## src/rtl/core/rbd_pkg.sv

```systemverilog
`timescale 1ns / 1ps

package rbd_pkg;

  localparam int DEPTH      = 16;
  localparam int ITEM_WIDTH = 32;

  // Widths of the fixed port fields.
  localparam int MODE_W = 2;
  localparam int DATA_W = 32;

  // Bits actually kept per entry; data port bits above the stored width read as zero.
  localparam int STORE_W = (ITEM_WIDTH < DATA_W) ? ITEM_WIDTH : DATA_W;
  localparam int IDX_W   = (DEPTH > 1) ? $clog2(DEPTH) : 1;

  localparam logic [IDX_W-1:0] IDX_LAST = IDX_W'(DEPTH - 1);
  localparam logic [IDX_W-1:0] IDX_ZERO = '0;

  typedef logic [IDX_W-1:0]   idx_t;
  typedef logic [STORE_W-1:0] entry_t;

  typedef enum logic [MODE_W-1:0] {
    OP_PUSH_BACK  = 2'd0,
    OP_POP_FRONT  = 2'd1,
    OP_PUSH_FRONT = 2'd2,
    OP_POP_BACK   = 2'd3
  } op_t;

  // Store access issued by the control logic in the accept cycle.
  typedef struct packed {
    logic   we;
    logic   re;
    idx_t   addr;
    entry_t wdata;
  } mem_req_t;

  // Registered result status of one word.
  typedef struct packed {
    logic valid;
    logic failed;
    logic now_empty;
    logic now_full;
    logic pop_ok;
  } res_t;

endpackage

```

## src/rtl/core/rbd_store.sv

```systemverilog
`timescale 1ns / 1ps

module rbd_store (
  input  logic              clk,
  input  rbd_pkg::mem_req_t req,
  output rbd_pkg::entry_t   rd_data
);
  import rbd_pkg::*;

  entry_t mem_r [DEPTH];
  entry_t rd_data_r;

  always_ff @(posedge clk) begin
    if (req.we) begin
      mem_r[req.addr] <= req.wdata;
    end
  end

  always_ff @(posedge clk) begin
    if (req.re) begin
      rd_data_r <= mem_r[req.addr];
    end
  end

  assign rd_data = rd_data_r;

endmodule

```

## src/rtl/core/rbd_ctrl.sv

```systemverilog
`timescale 1ns / 1ps

module rbd_ctrl (
  input  logic                       clk,
  input  logic                       rst_n,
  input  logic                       accept,
  input  logic                       take,
  input  logic [rbd_pkg::MODE_W-1:0] mode,
  input  logic [rbd_pkg::DATA_W-1:0] item_value,
  output rbd_pkg::mem_req_t          req,
  output rbd_pkg::res_t              res
);
  import rbd_pkg::*;

  idx_t back_r,   back_nxt;
  idx_t front_r,  front_nxt;
  logic parity_r, parity_nxt;
  res_t res_r,    res_nxt;

  op_t  op;
  logic is_empty;
  logic is_full;
  logic fail;

  assign op       = op_t'(mode);
  assign is_empty = (back_r == front_r) && !parity_r;
  assign is_full  = (back_r == front_r) &&  parity_r;

  always_comb begin
    back_nxt   = back_r;
    front_nxt  = front_r;
    parity_nxt = parity_r;
    fail       = 1'b0;
    req.we     = 1'b0;
    req.re     = 1'b0;
    req.addr   = back_r;
    req.wdata  = item_value[STORE_W-1:0];

    unique case (op)
      OP_PUSH_BACK: begin
        fail     = is_full;
        req.we   = accept && !is_full;
        req.addr = back_r;
        if (!is_full) begin
          back_nxt = (back_r == IDX_LAST) ? IDX_ZERO : back_r + 1'b1;
          if (back_r == IDX_LAST) parity_nxt = !parity_r;
        end
      end
      OP_PUSH_FRONT: begin
        // The front pointer retreats first, then the entry lands there.
        front_nxt = (front_r == IDX_ZERO) ? IDX_LAST : front_r - 1'b1;
        fail      = is_full;
        req.we    = accept && !is_full;
        req.addr  = front_nxt;
        if (is_full) begin
          front_nxt = front_r;
        end else if (front_r == IDX_ZERO) begin
          parity_nxt = !parity_r;
        end
      end
      OP_POP_FRONT: begin
        fail     = is_empty;
        req.re   = accept && !is_empty;
        req.addr = front_r;
        if (!is_empty) begin
          front_nxt = (front_r == IDX_LAST) ? IDX_ZERO : front_r + 1'b1;
          if (front_r == IDX_LAST) parity_nxt = !parity_r;
        end
      end
      OP_POP_BACK: begin
        back_nxt = (back_r == IDX_ZERO) ? IDX_LAST : back_r - 1'b1;
        fail     = is_empty;
        req.re   = accept && !is_empty;
        req.addr = back_nxt;
        if (is_empty) begin
          back_nxt = back_r;
        end else if (back_r == IDX_ZERO) begin
          parity_nxt = !parity_r;
        end
      end
      default: begin
        fail = 1'b1;
      end
    endcase

    res_nxt = res_r;
    if (accept) begin
      res_nxt.valid     = 1'b1;
      res_nxt.failed    = fail;
      res_nxt.now_empty = (back_nxt == front_nxt) && !parity_nxt;
      res_nxt.now_full  = (back_nxt == front_nxt) &&  parity_nxt;
      res_nxt.pop_ok    = !fail && (op == OP_POP_FRONT || op == OP_POP_BACK);
    end else if (take) begin
      res_nxt.valid = 1'b0;
    end
  end

  always_ff @(posedge clk) begin
    if (!rst_n) begin
      back_r    <= '0;
      front_r   <= '0;
      parity_r  <= 1'b0;
      res_r     <= '0;
    end else begin
      res_r <= res_nxt;
      if (accept) begin
        back_r   <= back_nxt;
        front_r  <= front_nxt;
        parity_r <= parity_nxt;
      end
    end
  end

  assign res = res_r;

endmodule

```

## src/rtl/core/ring_buffer_deque.sv

```systemverilog
`timescale 1ns / 1ps

// Channel  Direction  Handshake           Payload
// in_      input      in_valid/in_stall   in_mode, in_item_value
// out_     output     out_valid/out_stall out_data_out, out_failed, out_now_empty, out_now_full
//
// One word per cycle while no result is held by out_stall: the result of an accepted word is
// registered, from the pointer update and the single registered read port of the entry store.
// Reset is synchronous and active low; it empties the queue, the store keeps its contents.
// A result held by out_stall stalls the input; a new word is taken in the cycle the
// pending result is taken.

module ring_buffer_deque (
  input  logic                       clk,
  input  logic                       rst_n,
  input  logic                       in_valid,
  output logic                       in_stall,
  input  logic [rbd_pkg::MODE_W-1:0] in_mode,
  input  logic [rbd_pkg::DATA_W-1:0] in_item_value,
  output logic                       out_valid,
  input  logic                       out_stall,
  output logic [rbd_pkg::DATA_W-1:0] out_data_out,
  output logic                       out_failed,
  output logic                       out_now_empty,
  output logic                       out_now_full
);
  import rbd_pkg::*;

  mem_req_t req;
  res_t     res;
  entry_t   rd_data;
  logic     accept;
  logic     take;

  assign take     = res.valid && !out_stall;
  assign in_stall = res.valid && out_stall;
  assign accept   = in_valid && !in_stall;

  rbd_ctrl u_ctrl (
    .clk        (clk),
    .rst_n      (rst_n),
    .accept     (accept),
    .take       (take),
    .mode       (in_mode),
    .item_value (in_item_value),
    .req        (req),
    .res        (res)
  );

  rbd_store u_store (
    .clk     (clk),
    .req     (req),
    .rd_data (rd_data)
  );

  assign out_valid     = res.valid;
  assign out_failed    = res.failed;
  assign out_now_empty = res.now_empty;
  assign out_now_full  = res.now_full;
  // Only a successful pop shows store data; everything else reads as zero.
  assign out_data_out  = res.pop_ok ? DATA_W'(rd_data) : '0;

endmodule

```

## config.mk

```make
export PLATFORM = sky130hd
export DESIGN_NAME = ring_buffer_deque
export DESIGN_NICKNAME = d
export VERILOG_FILES = /design/src/rtl/core/rbd_pkg.sv /design/src/rtl/core/rbd_store.sv /design/src/rtl/core/rbd_ctrl.sv /design/src/rtl/core/ring_buffer_deque.sv
export SDC_FILE = /design/constraint.sdc
export NUM_CORES = 1
export LEC_CHECK = 0
export ABC_AREA = 1
export ABC_CLOCK_PERIOD_IN_PS = 7800
export BUFFER_PORTS_ARGS = -buffer_cell sky130_fd_sc_hd__buf_4
export CORE_ASPECT_RATIO = 0.75
export CORE_MARGIN = 3
export CORE_UTILIZATION = 63
export DETAILED_ROUTE_END_ITERATION = 10
export GPL_TIMING_DRIVEN = 0
export PLACE_DENSITY_LB_ADDON = 0.2
export SLEW_MARGIN = 20
export SYNTH_ARGS = -nofsm -noshare
export SYNTH_HDL_FRONTEND = slang
export SYNTH_SLANG_ARGS = --single-unit
export TNS_END_PERCENT = 1
```

## constraint.sdc

```tcl
create_clock -name clk -period 7.8 [get_ports clk]
set_input_delay 0.78 -clock clk [delete_from_list [all_inputs] [get_ports clk]]
set_output_delay 0.78 -clock clk [all_outputs]
set_load 0.01 [all_outputs]
```

== Word-level counts from Yosys, hierarchy flattened ==
Memory sizes are Yosys's and may differ from the RTL's. A register that Yosys moved wholly into a read port is not among the register bits.
Index checks and enable logic that the tools add are counted.

* Output and inout port bits: 37
* Memory bits (read-only): 0
* Input bits: 38
* Memory bits (writable): 512
* Register bits: 14
* Memories: 1
* Bits in latches: 0

* $add $sub $neg: 4
* $mul: 0
* Reduce and logical (&&, ||, !) cells: 24
* Muxes and demuxes: 28
* Bitwise logic cells: 0
* Shift operators: 0
* Eq/ne operators: 7
* Order comparisons: 0
* Div/mod/pow operators: 0

{| class="wikitable"
|+ Memories
! name !! depth !! width !! rd ports !! clocked after Yosys merged registers in !! write ports !! RTL line !! text
|-
| u_store.mem_r || 16 || 32 || 1 || 1 || 1 || rbd_store.sv:10 || <nowiki>entry_t mem_r [DEPTH];</nowiki>
|}

{| class="wikitable"
|+ Operators by type and width
! operator !! number
|-
| two-way mux 32 bit || 1
|-
| two-way mux 4 bit || 8
|-
| one-hot mux 4 bit (2 select lines) || 2
|-
| one-hot mux 4 bit (4 select lines) || 1
|-
| two-way mux 1 bit || 14
|-
| logical AND 1 bit || 10
|-
| adder 4 x 1 -> 4 bit, second input constant || 2
|-
| equality test 4 bit || 2
|-
| equality test 4 bit, second input constant || 2
|-
| logical NOT 4 bit || 2
|-
| subtractor 4 x 1 -> 4 bit, second input constant || 2
|-
| logical NOT 1 bit || 7
|-
| equality test 2 bit, second input constant || 2
|-
| one-hot mux 1 bit (4 select lines) || 1
|-
| OR reduction 2 bit || 2
|-
| equality test 2 x 1 -> 1 bit, second input constant || 1
|-
| logical NOT 2 bit || 1
|-
| one-hot mux 1 bit (2 select lines) || 1
|-
| nonzero test 2 bit || 1
|-
| logical OR 1 bit || 1
|}

== Longest topological paths before layout ==
Gate-level depths: netlist of the first run.

* Word-level depth: 7
* Gate-level depth with buffers: 17
* Mapped depth without buffers: 15

== Hierarchy ==
A second synthesis of the first run with hierarchy kept.

* Cells, all modules: 2481
* Area total of the unflattened synthesis: 24614.9 µm²

{| class="wikitable"
|+ By module, submodules not included
! module !! cells each !! area each (µm²) !! times used !! seq. area each (µm²)
|-
| rbd_store || 2113 || 22534.1 || 1 || 16335.7
|-
| rbd_ctrl || 295 || 1783.0 || 1 || 280.3
|-
| ring_buffer_deque || 73 || 297.8 || 1 || 0.0
|}

== Least setup slack after synthesis of the first run ==
OpenSTA, ideal clock, no wires.

* Path kind: in2reg
* Start point: in in_mode[0] in the netlist's numbering
* End point: mem u_store.mem_r[10][0] in the netlist's numbering, enable pin
* Setup slack: 3.787 ns
* Cell stages on the path: 11
* Arrival time: 3.592 ns
* Library setup time: 0.421 ns
* Cell sequence: inv_1 ha_1 clkbuf_1 inv_1 o221ai_1 o21ai_1 nor2_1 buf_2 buf_2 nand2_1 nor2_1

* Cells in the longest elaborated chain, start to end: 5
* Elaborated cells on any way between the ends: 9
* Classes of those cells: eq/ne (3); mux (4); reduce/logical (2)

{| class="wikitable"
|+ RTL lines
! what !! RTL line !! text
|-
| from (decl) || ring_buffer_deque.sv:18 || <nowiki>input logic [rbd_pkg::MODE_W-1:0] in_mode,</nowiki>
|-
| equality test 2 bit or logical NOT 2 bit (tied branches) || rbd_ctrl.sv:39 || <nowiki>unique case (op)</nowiki>
|-
| OR reduction 2 bit (no line) || - ||
|-
| two-way mux 1 bit || - ||
|-
| two-way mux 1 bit || rbd_store.sv:14 || <nowiki>if (req.we) begin</nowiki>
|-
| two-way mux 1 bit (not written as such) || rbd_store.sv:15 || <nowiki>mem_r[req.addr] <= req.wdata;</nowiki>
|-
| to (decl) || rbd_store.sv:10 ||
|}

Several ways; a longest one is shown, not always the timed one.

== Final worst setup path of the first run ==
* Start point: reg u_ctrl.back_r[0]
* End point: mem u_store.mem_r[13][22] in the netlist's numbering, enable pin

* Cells in the longest elaborated chain, start to end: 7
* Elaborated cells on any way between the ends: 11
* Classes of those cells: add/sub (1); eq/ne (1); mux (5); reduce/logical (4)

{| class="wikitable"
|+ RTL lines
! what !! RTL line !! text
|-
| from (decl) || rbd_ctrl.sv:15 || <nowiki>idx_t back_r, back_nxt;</nowiki>
|-
| from (signal assigned) || rbd_ctrl.sv:107 || <nowiki>back_r <= back_nxt;</nowiki>
|-
| parallel branches: the longest is 7 deep, another holds subtractor 4 x 1 -> 4 bit || - ||
|}

Several ways; the timed one is not identified.

==> results of run 1 <==
synth_stat cells, drive strengths merged:
cell	number	area share [%]
clkbuf	18	0.31
inv	69	1.2
ha	8	0.46
nand3	37	0.99
nand2	384	6.7
xnor2	3	0.12
a21oi	19	0.44
o21ai	21	0.48
dfxtp	14	1.3
a31oi	1	0.029
clkinv	1	0.017
xor2	2	0.081
nand4	40	1.2
o221ai	3	0.12
o22ai	1	0.029
a22oi	256	8.9
o211ai	1	0.035
buf	67	1.6
nor3	2	0.046
edfxtp	544	75
nor2	40	0.87
power groups by stage:
stage	logic [mW]	registers, mW	clock network [mW]
after global routing	0.927	3.38	2.53
final	0.863	3.38	2.40
after CTS	0.842	3.38	2.40
after floorplan	0.488	3.44	0
after detailed placement	0.835	3.44	0
after global placement	0.790	3.45	0
per-layer routing:
layer,track usage [%],vias up,part of all wire (%)
li1,-,6052,-
met1,47.4,6792,39
met2,45.7,1002,45
met3,6.51,163,12
met4,12.1,0,3.8
met5,0,-,0
cell type report:
| cell class | instances | area share [%] |
|---|---|---|
| flip-flops and latches | 558 | 66.3 |
| multi-input cells | 818 | 18.2 |
| clock buffers | 62 | 5.17 |
| repair buffers | 96 | 4.33 |
| well taps | 450 | 2.25 |
| plain buffers | 85 | 1.63 |
| clock inverters | 30 | 1.13 |
| inverters | 70 | 1.05 |
tightest hold or removal path, cell delays in order, from the launching register on:
cell and delay (ns):
dfxtp_1 0.32, nand2_1 0.06, a21oi_1 0.05
path summary, 6_finish.rpt:
check / startpoint / slack, ns / cells after the start / end
max: u_ctrl.back_r[0] / 3.63 / 14 / u_store.mem_r[13][22]
min: u_ctrl.res[3] / 0.48 / 2 / u_ctrl.res[3]
max reg2reg: u_ctrl.back_r[0] / 3.63 / 14 / u_store.mem_r[13][22]
min reg2reg: u_ctrl.res[3] / 0.48 / 2 / u_ctrl.res[3]
cell usage in the layout (no fill, tap or decap), drive strengths merged, types with 3 or more instances in the layout:
master    synthesis  routed
buf              67     163
clkinv            1      21
xnor2             3       3
inv              69      72
nor2             40      40
ha                8       8
o221ai            3       3
dfxtp            14      14
nand4            40      40
nand2           384     384
clkinvlp          0       3
bufinv            0       4
clkbuf           18      80
a21oi            19      19
a22oi           256     256
edfxtp          544     544
nand3            37      37
o21ai            21      21
sequential cells by signal, summed over array words and instances, names as in the netlist:
signal           cells
u_ctrl.back_r        4
u_store.mem_r      512
u_store.rd_data     32
u_ctrl.front_r       4
u_ctrl.res           5
u_ctrl.parity_r      1
per-stage QoR:
| stage | utilization, % | instance area, um2 |
|---|---|---|
| after global placement | 67.7 | 22800 |
| after global routing | 74.3 | 25100 |
| after detailed placement | 69.6 | 23500 |
| after CTS | 74.2 | 25100 |
| after floorplan | - | 21700 |
| final | 74.3 | 25100 |
cell families (layout without fill, tap and decap cells):
family / after synthesis / count (layout) / share of synthesized area [%]
simple gates: 503 / 503 / 9.72
buf+inv: 155 / 343 / 3.09
fa+ha+maj: 8 / 8 / 0.461
compound gates: 302 / 302 / 9.99
flops: 558 / 558 / 76.5
xor+xnor: 5 / 5 / 0.202
==> metrics.md, run 1 <==
| Metric | Value |
|---|---|
| DRC Markers | `0` |
| Wire per inst | `26.3 um` |
| Antenna-violating nets left | `0` |
| Vias | `14000` |
| Pwr Total | `6.64 mW` |
| Startpoint Class | `register` |
| CTS tree | `yes` |
| Period utilization | `53.5%` |
| Yosys warnings | `0` |
| Top Ports | `75` |
| CTS H-tree lvls | `2` |
| Sink Count | `558` |
| Critical Path RT | `8.07 ns` |
| Skew-Pair Late Insertion Delay | `0.58 ns` |
| Worst Path Max Fanout | `17` |
| Lkg Pwr | `9.07 nW` |
| Register area | `16600 um2` |
| Antenna violations before repair | `0` |
| Fin. max-slew vios | `0` |
| Max Clock Freq | `240 MHz` |
| Non-Filler Instances | `2169` |
| Die height | `167 um` |
| Final GP Congestion | `0.939` |
| Post-Syn Area per Cell | `14.2 um2` |
| Outcome | `finished clean` |
| CP delay by family, top | `buffers and inverters` |
| Multi-input logic area | `4550 um2` |
| Root Buffer | `clkbuf_16` |
| WS Path Type | `reg2reg` |
| Global-route wire length before repair | `84200 um` |
| CP most frequent cell | `buf_2` |
| Hpwl dp | `36100 um` |
| DRT Pass-1 Iters | `6` |
| Net Switching | `1.70 mW` |
| RSZ-0062 raised after global routing | `false` |
| Final setup vio count | `0` |
| CP max-delay cell | `nor2_4` |
| Total of max-cap violations | `0` |
| Sw Share | `25.7%` |
| Final setup margin | `3.63 ns` |
| I/O Buffers | `74` |
| Crit path cell chain | `buf_2 > inv_2 > ha_1 > inv_1 > a21oi_1 > o221ai_1 > o21ai_1 > inv_1 > nor2_1 > buf_2 > buf_2 > nand2_1 > nor2_4 > buf_16` |
| Drt initial violations | `2311` |
| Post-synthesis register bit count | `558` |
| Worst-path clk slew | `0.06 ns` |
| Post-cts resize count | `0` |
| Worst Skew | `0.0222 ns` |
| Setup TNS | `0 ns` |
| Pwr dens | `265 nW/um2` |
| Slew at the pin closest to its max-slew limit | `1.16 ns` |
| Int Power | `4.94 mW` |
| Post-Syn Instances | `1531` |
| Relative slew margins | `22.6%` |
| Vias per cell | `6.46` |
| Global route overflow | `0` |
| Hold Path Class | `reg2reg` |
| DP Cell Count | `2076` |
| Share of post-route cells with drive strength above 1 | `16.0%` |
| Overall Global Routing Usage | `31.3%` |
| P&R area growth vs syn | `15.5%` |
| Hold WS | `0.478 ns` |
| Vias in the first global route | `13500` |
| Buffers and inverters on the worst path | `7` |
| Clock buffer depth | `3` |
| # rows | `58` |
| Largest net degree at the start of global routing | `20` |
| Final wirelength | `57100 um` |
| Post-CTS setup buffer count | `0` |
| Syn nets | `1577` |
| Initial cell density of the core | `64.3%` |
| Fillcell total | `2030` |
| Synthesized area | `21700 um2` |
| Nets | `1725` |
| Core ar. | `33700 um2` |
| TritonCTS Buffers | `50` |
| Chip Width | `220 um` |
| Critical Path End Type | `register` |
| Ant diodes | `0` |
| Clk pwr share | `36.1%` |
| Hold buffers post-CTS | `0` |
| Full die area | `36700 um2` |
| Register area share after synthesis | `76.5%` |
| Flop pwr share | `50.9%` |
| Crit path DAT | `4.44 ns` |
| Setup WS pre-CTS | `3.32 ns` |
| Yosys cell types | `30` |
| Final Hold Viols | `0` |
| Worst vdd ir | `0.237 mV` |
| Gate power share | `13.0%` |
| Fin crit period | `4.17 ns` |
| CP peak stage delay | `0.74 ns` |
Note: power is estimated with default switching activity, not from simulation.
==> inputs of run 2 (changes only) <==
--- a/config.mk
+++ b/config.mk
@@ -6,11 +6,11 @@
 export NUM_CORES = 1
 export LEC_CHECK = 0
 export ABC_AREA = 1
-export ABC_CLOCK_PERIOD_IN_PS = 7800
+export ABC_CLOCK_PERIOD_IN_PS = 4100
 export BUFFER_PORTS_ARGS = -buffer_cell sky130_fd_sc_hd__buf_4
 export CORE_ASPECT_RATIO = 0.75
 export CORE_MARGIN = 3
-export CORE_UTILIZATION = 63
+export CORE_UTILIZATION = 61
 export DETAILED_ROUTE_END_ITERATION = 10
 export GPL_TIMING_DRIVEN = 0
 export PLACE_DENSITY_LB_ADDON = 0.2
==> constraint.sdc (replaced) <==
create_clock -name clk -period 4.1 [get_ports clk]
set_input_delay 0.41 -clock clk [delete_from_list [all_inputs] [get_ports clk]]
set_output_delay 0.41 -clock clk [all_outputs]
set_load 0.01 [all_outputs]
==> run 2 against run 1 <==
Compared with the run above: global-route usage shrank 1.3 points; via count down 0.51%; wire length shrank 0.81%; die area up 3.2%; clock skew grew 0.0019 ns; final cell count grew 0.74%; design area is 0.56% higher.
==> metrics.md, run 2 (synthesized netlist as in run 1, its figures left out) <==
| Metric | Value |
|---|---|
| Outcome | `finished clean` |
| Root Buffer | `clkbuf_16` |
| Period utilization | `95.7%` |
| Ant diodes | `0` |
| DP Area | `23600 um2` |
| Vias per cell | `6.38` |
| CTS tree | `yes` |
| Worst R2R Path Depth | `14` |
| Nets | `1732` |
| Share of post-route cells with drive strength above 1 | `16.7%` |
| P&R area growth vs syn | `16.1%` |
| Antenna violations before repair | `1` |
| I/O Buffers | `74` |
| Worst hold path depth | `3` |
| Final GP Congestion | `0.930` |
| Crit path DAT | `4.19 ns` |
| Global route overflow | `0` |
| Overall Global Routing Usage | `30.0%` |
| Global-route wire length before repair | `84100 um` |
| TritonCTS Buffers | `52` |
| Fin crit period | `3.92 ns` |
| Startpoint Class | `register` |
| Hold Path Class | `in2reg` |
| Core ar. | `34900 um2` |
| Critical Path RT | `4.37 ns` |
| Most frequent cells in the layout | `edfxtp_1 (544), nand2_1 (380), a22oi_1 (256)` |
| Hpwl dp | `36300 um` |
| Worst vdd ir | `0.462 mV` |
| Slew at the pin closest to its max-slew limit | `1.13 ns` |
| Lkg Pwr | `9.14 nW` |
| Commonest non-fill, non-tap cell in the layout | `edfxtp_1` |
| Skew-Pair Late Insertion Delay | `0.58 ns` |
| Sink Count | `558` |
| Flop-to-flop setup slack | `0.18 ns` |
| Final wirelength | `56600 um` |
| Clock buffer depth | `3` |
| Chip Width | `224 um` |
| Crit Reg-Reg Endpoint | `u_store.mem_r[5][9]` |
| Worst Skew | `0.0242 ns` |
| Post-route cell area | `25200 um2` |
| Initial cell density of the core | `62.2%` |
| Pwr Total | `12.6 mW` |
| WS Path Type | `reg2reg` |
| Total of max-cap violations | `0` |
| Wire per inst | `25.9 um` |
| Largest Register | `u_store.mem_r` |
| HP Start | `in_valid` |
| Max Clock Freq | `255 MHz` |
| Antenna-violating nets left | `0` |
| Top Ports | `75` |
| Number of flip-flops in the largest register | `512` |
| Final setup vio count | `0` |
| Worst R2R Start | `u_ctrl.back_r[0]` |
| Fillcell total | `2231` |
| Drt initial violations | `2061` |
| Vias | `13900` |
| Largest net degree at the start of global routing | `20` |
| Die height | `169 um` |
| Relative slew margins | `24.9%` |
| # rows | `59` |
| Worst Path Max Fanout | `17` |
| DRT Pass-1 Iters | `6` |
| DRC Markers | `0` |
| Worst-path clk slew | `0.06 ns` |
| CTS H-tree lvls | `2` |
| Final Hold Viols | `0` |
| WHS Endpoint | `u_ctrl.res[4]` |
| RSZ-0062 raised after global routing | `true` |
| Full die area | `37900 um2` |
| Fin. max-slew vios | `0` |
| Pwr dens | `502 nW/um2` |
| Critical Path End Type | `register` |
| Vias in the first global route | `13600` |
-- run 2: changes by cell type in the layout (fill, tap and decap cells not counted), sizes merged --
cell / before / now
clkinv: 21 / 29
clkinvlp: 3 / 4
bufinv: 4 / 2
clkbuf: 80 / 81
inv: 72 / 70
buf: 163 / 166
-- run 2: metal layers --
metal / GRT usage, % / share of wire, % / up-vias
met1: 45.1 / 41 / 6893
li1: - / - / 6069
met3: 5.67 / 11 / 112
met5: 0 / 0.021 / -
met2: 45.5 / 46 / 861
met4: 9.78 / 2.8 / 2
-- run 2: worst max path at each step --
stage,start,end,slack [ns],cells past startpoint
floorplan,u_ctrl.back_r[0],u_store.mem_r[0][0],0.40,13
global placement,in_mode[0],u_store.mem_r[15][17],-2.06,11
detailed placement,in_mode[0],u_store.mem_r[6][14],-0.04,13
CTS,u_ctrl.back_r[0],u_store.mem_r[12][12],0.05,14
global route,u_ctrl.back_r[0],u_store.mem_r[5][1],-0.03,14
finish,u_ctrl.back_r[0],u_store.mem_r[5][9],0.18,14
-- run 2: layout make-up --
type | instances | area [um2] | share of cell area (%)
plain buffers | 85 | 415 | 1.65
clock buffers | 61 | 1380 | 5.47
clock inverters | 35 | 236 | 0.938
inverters | 70 | 263 | 1.04
multi-input cells | 818 | 4560 | 18.1
flip-flops and latches | 558 | 16600 | 65.9
well taps | 457 | 572 | 2.27
repair buffers | 101 | 1170 | 4.65
-- run 2: metrics by stage --
stage	TNS [ns]	instances	util (%)	hold WS, ns	setup slack (ns)
2_1_floorplan	0	1531	-	0.489	0.403
3_3_place_gp	-987.30	2062	65.4	0.455	-2.06
3_5_place_dp	-1.90	2087	67.5	0.457	-0.0388
4_1_cts	0	2183	72.1	0.0961	0.0486
5_1_grt	-0.413	2185	72.2	0.112	-0.0304
6_report	0	2185	72.2	0.115	0.175
-- run 2: power by group --
part           total (mW)  switching (mW)  internal [mW]  leakage (nW)
clock network        4.59            2.06           2.53         0.787
registers            6.43          0.0357           6.40          5.02
logic                1.62            1.14          0.486          3.33
total                12.6            3.23           9.41          9.14
-- run 2: what timing repair did --
item,4_1_cts,5_1_grt
setup endpoints to repair,0,180
gates resized for setup,0,4
hold endpoints to repair,0,0
buffers inserted,0,2
hold buffers,0,0
-- run 2: critical path, stage by stage, from the launching register on --
cell      delay, ns
dfxtp_1        0.35
buf_2          0.21
inv_2          0.07
ha_1           0.30
inv_1          0.06
a21oi_1        0.12
o221ai_1       0.13
o21ai_1        0.28
inv_1          0.12
nor2_1         0.21
clkbuf_4       0.28
clkbuf_4       0.29
nand2_1        0.28
nor2_4         0.64
buf_16         0.26
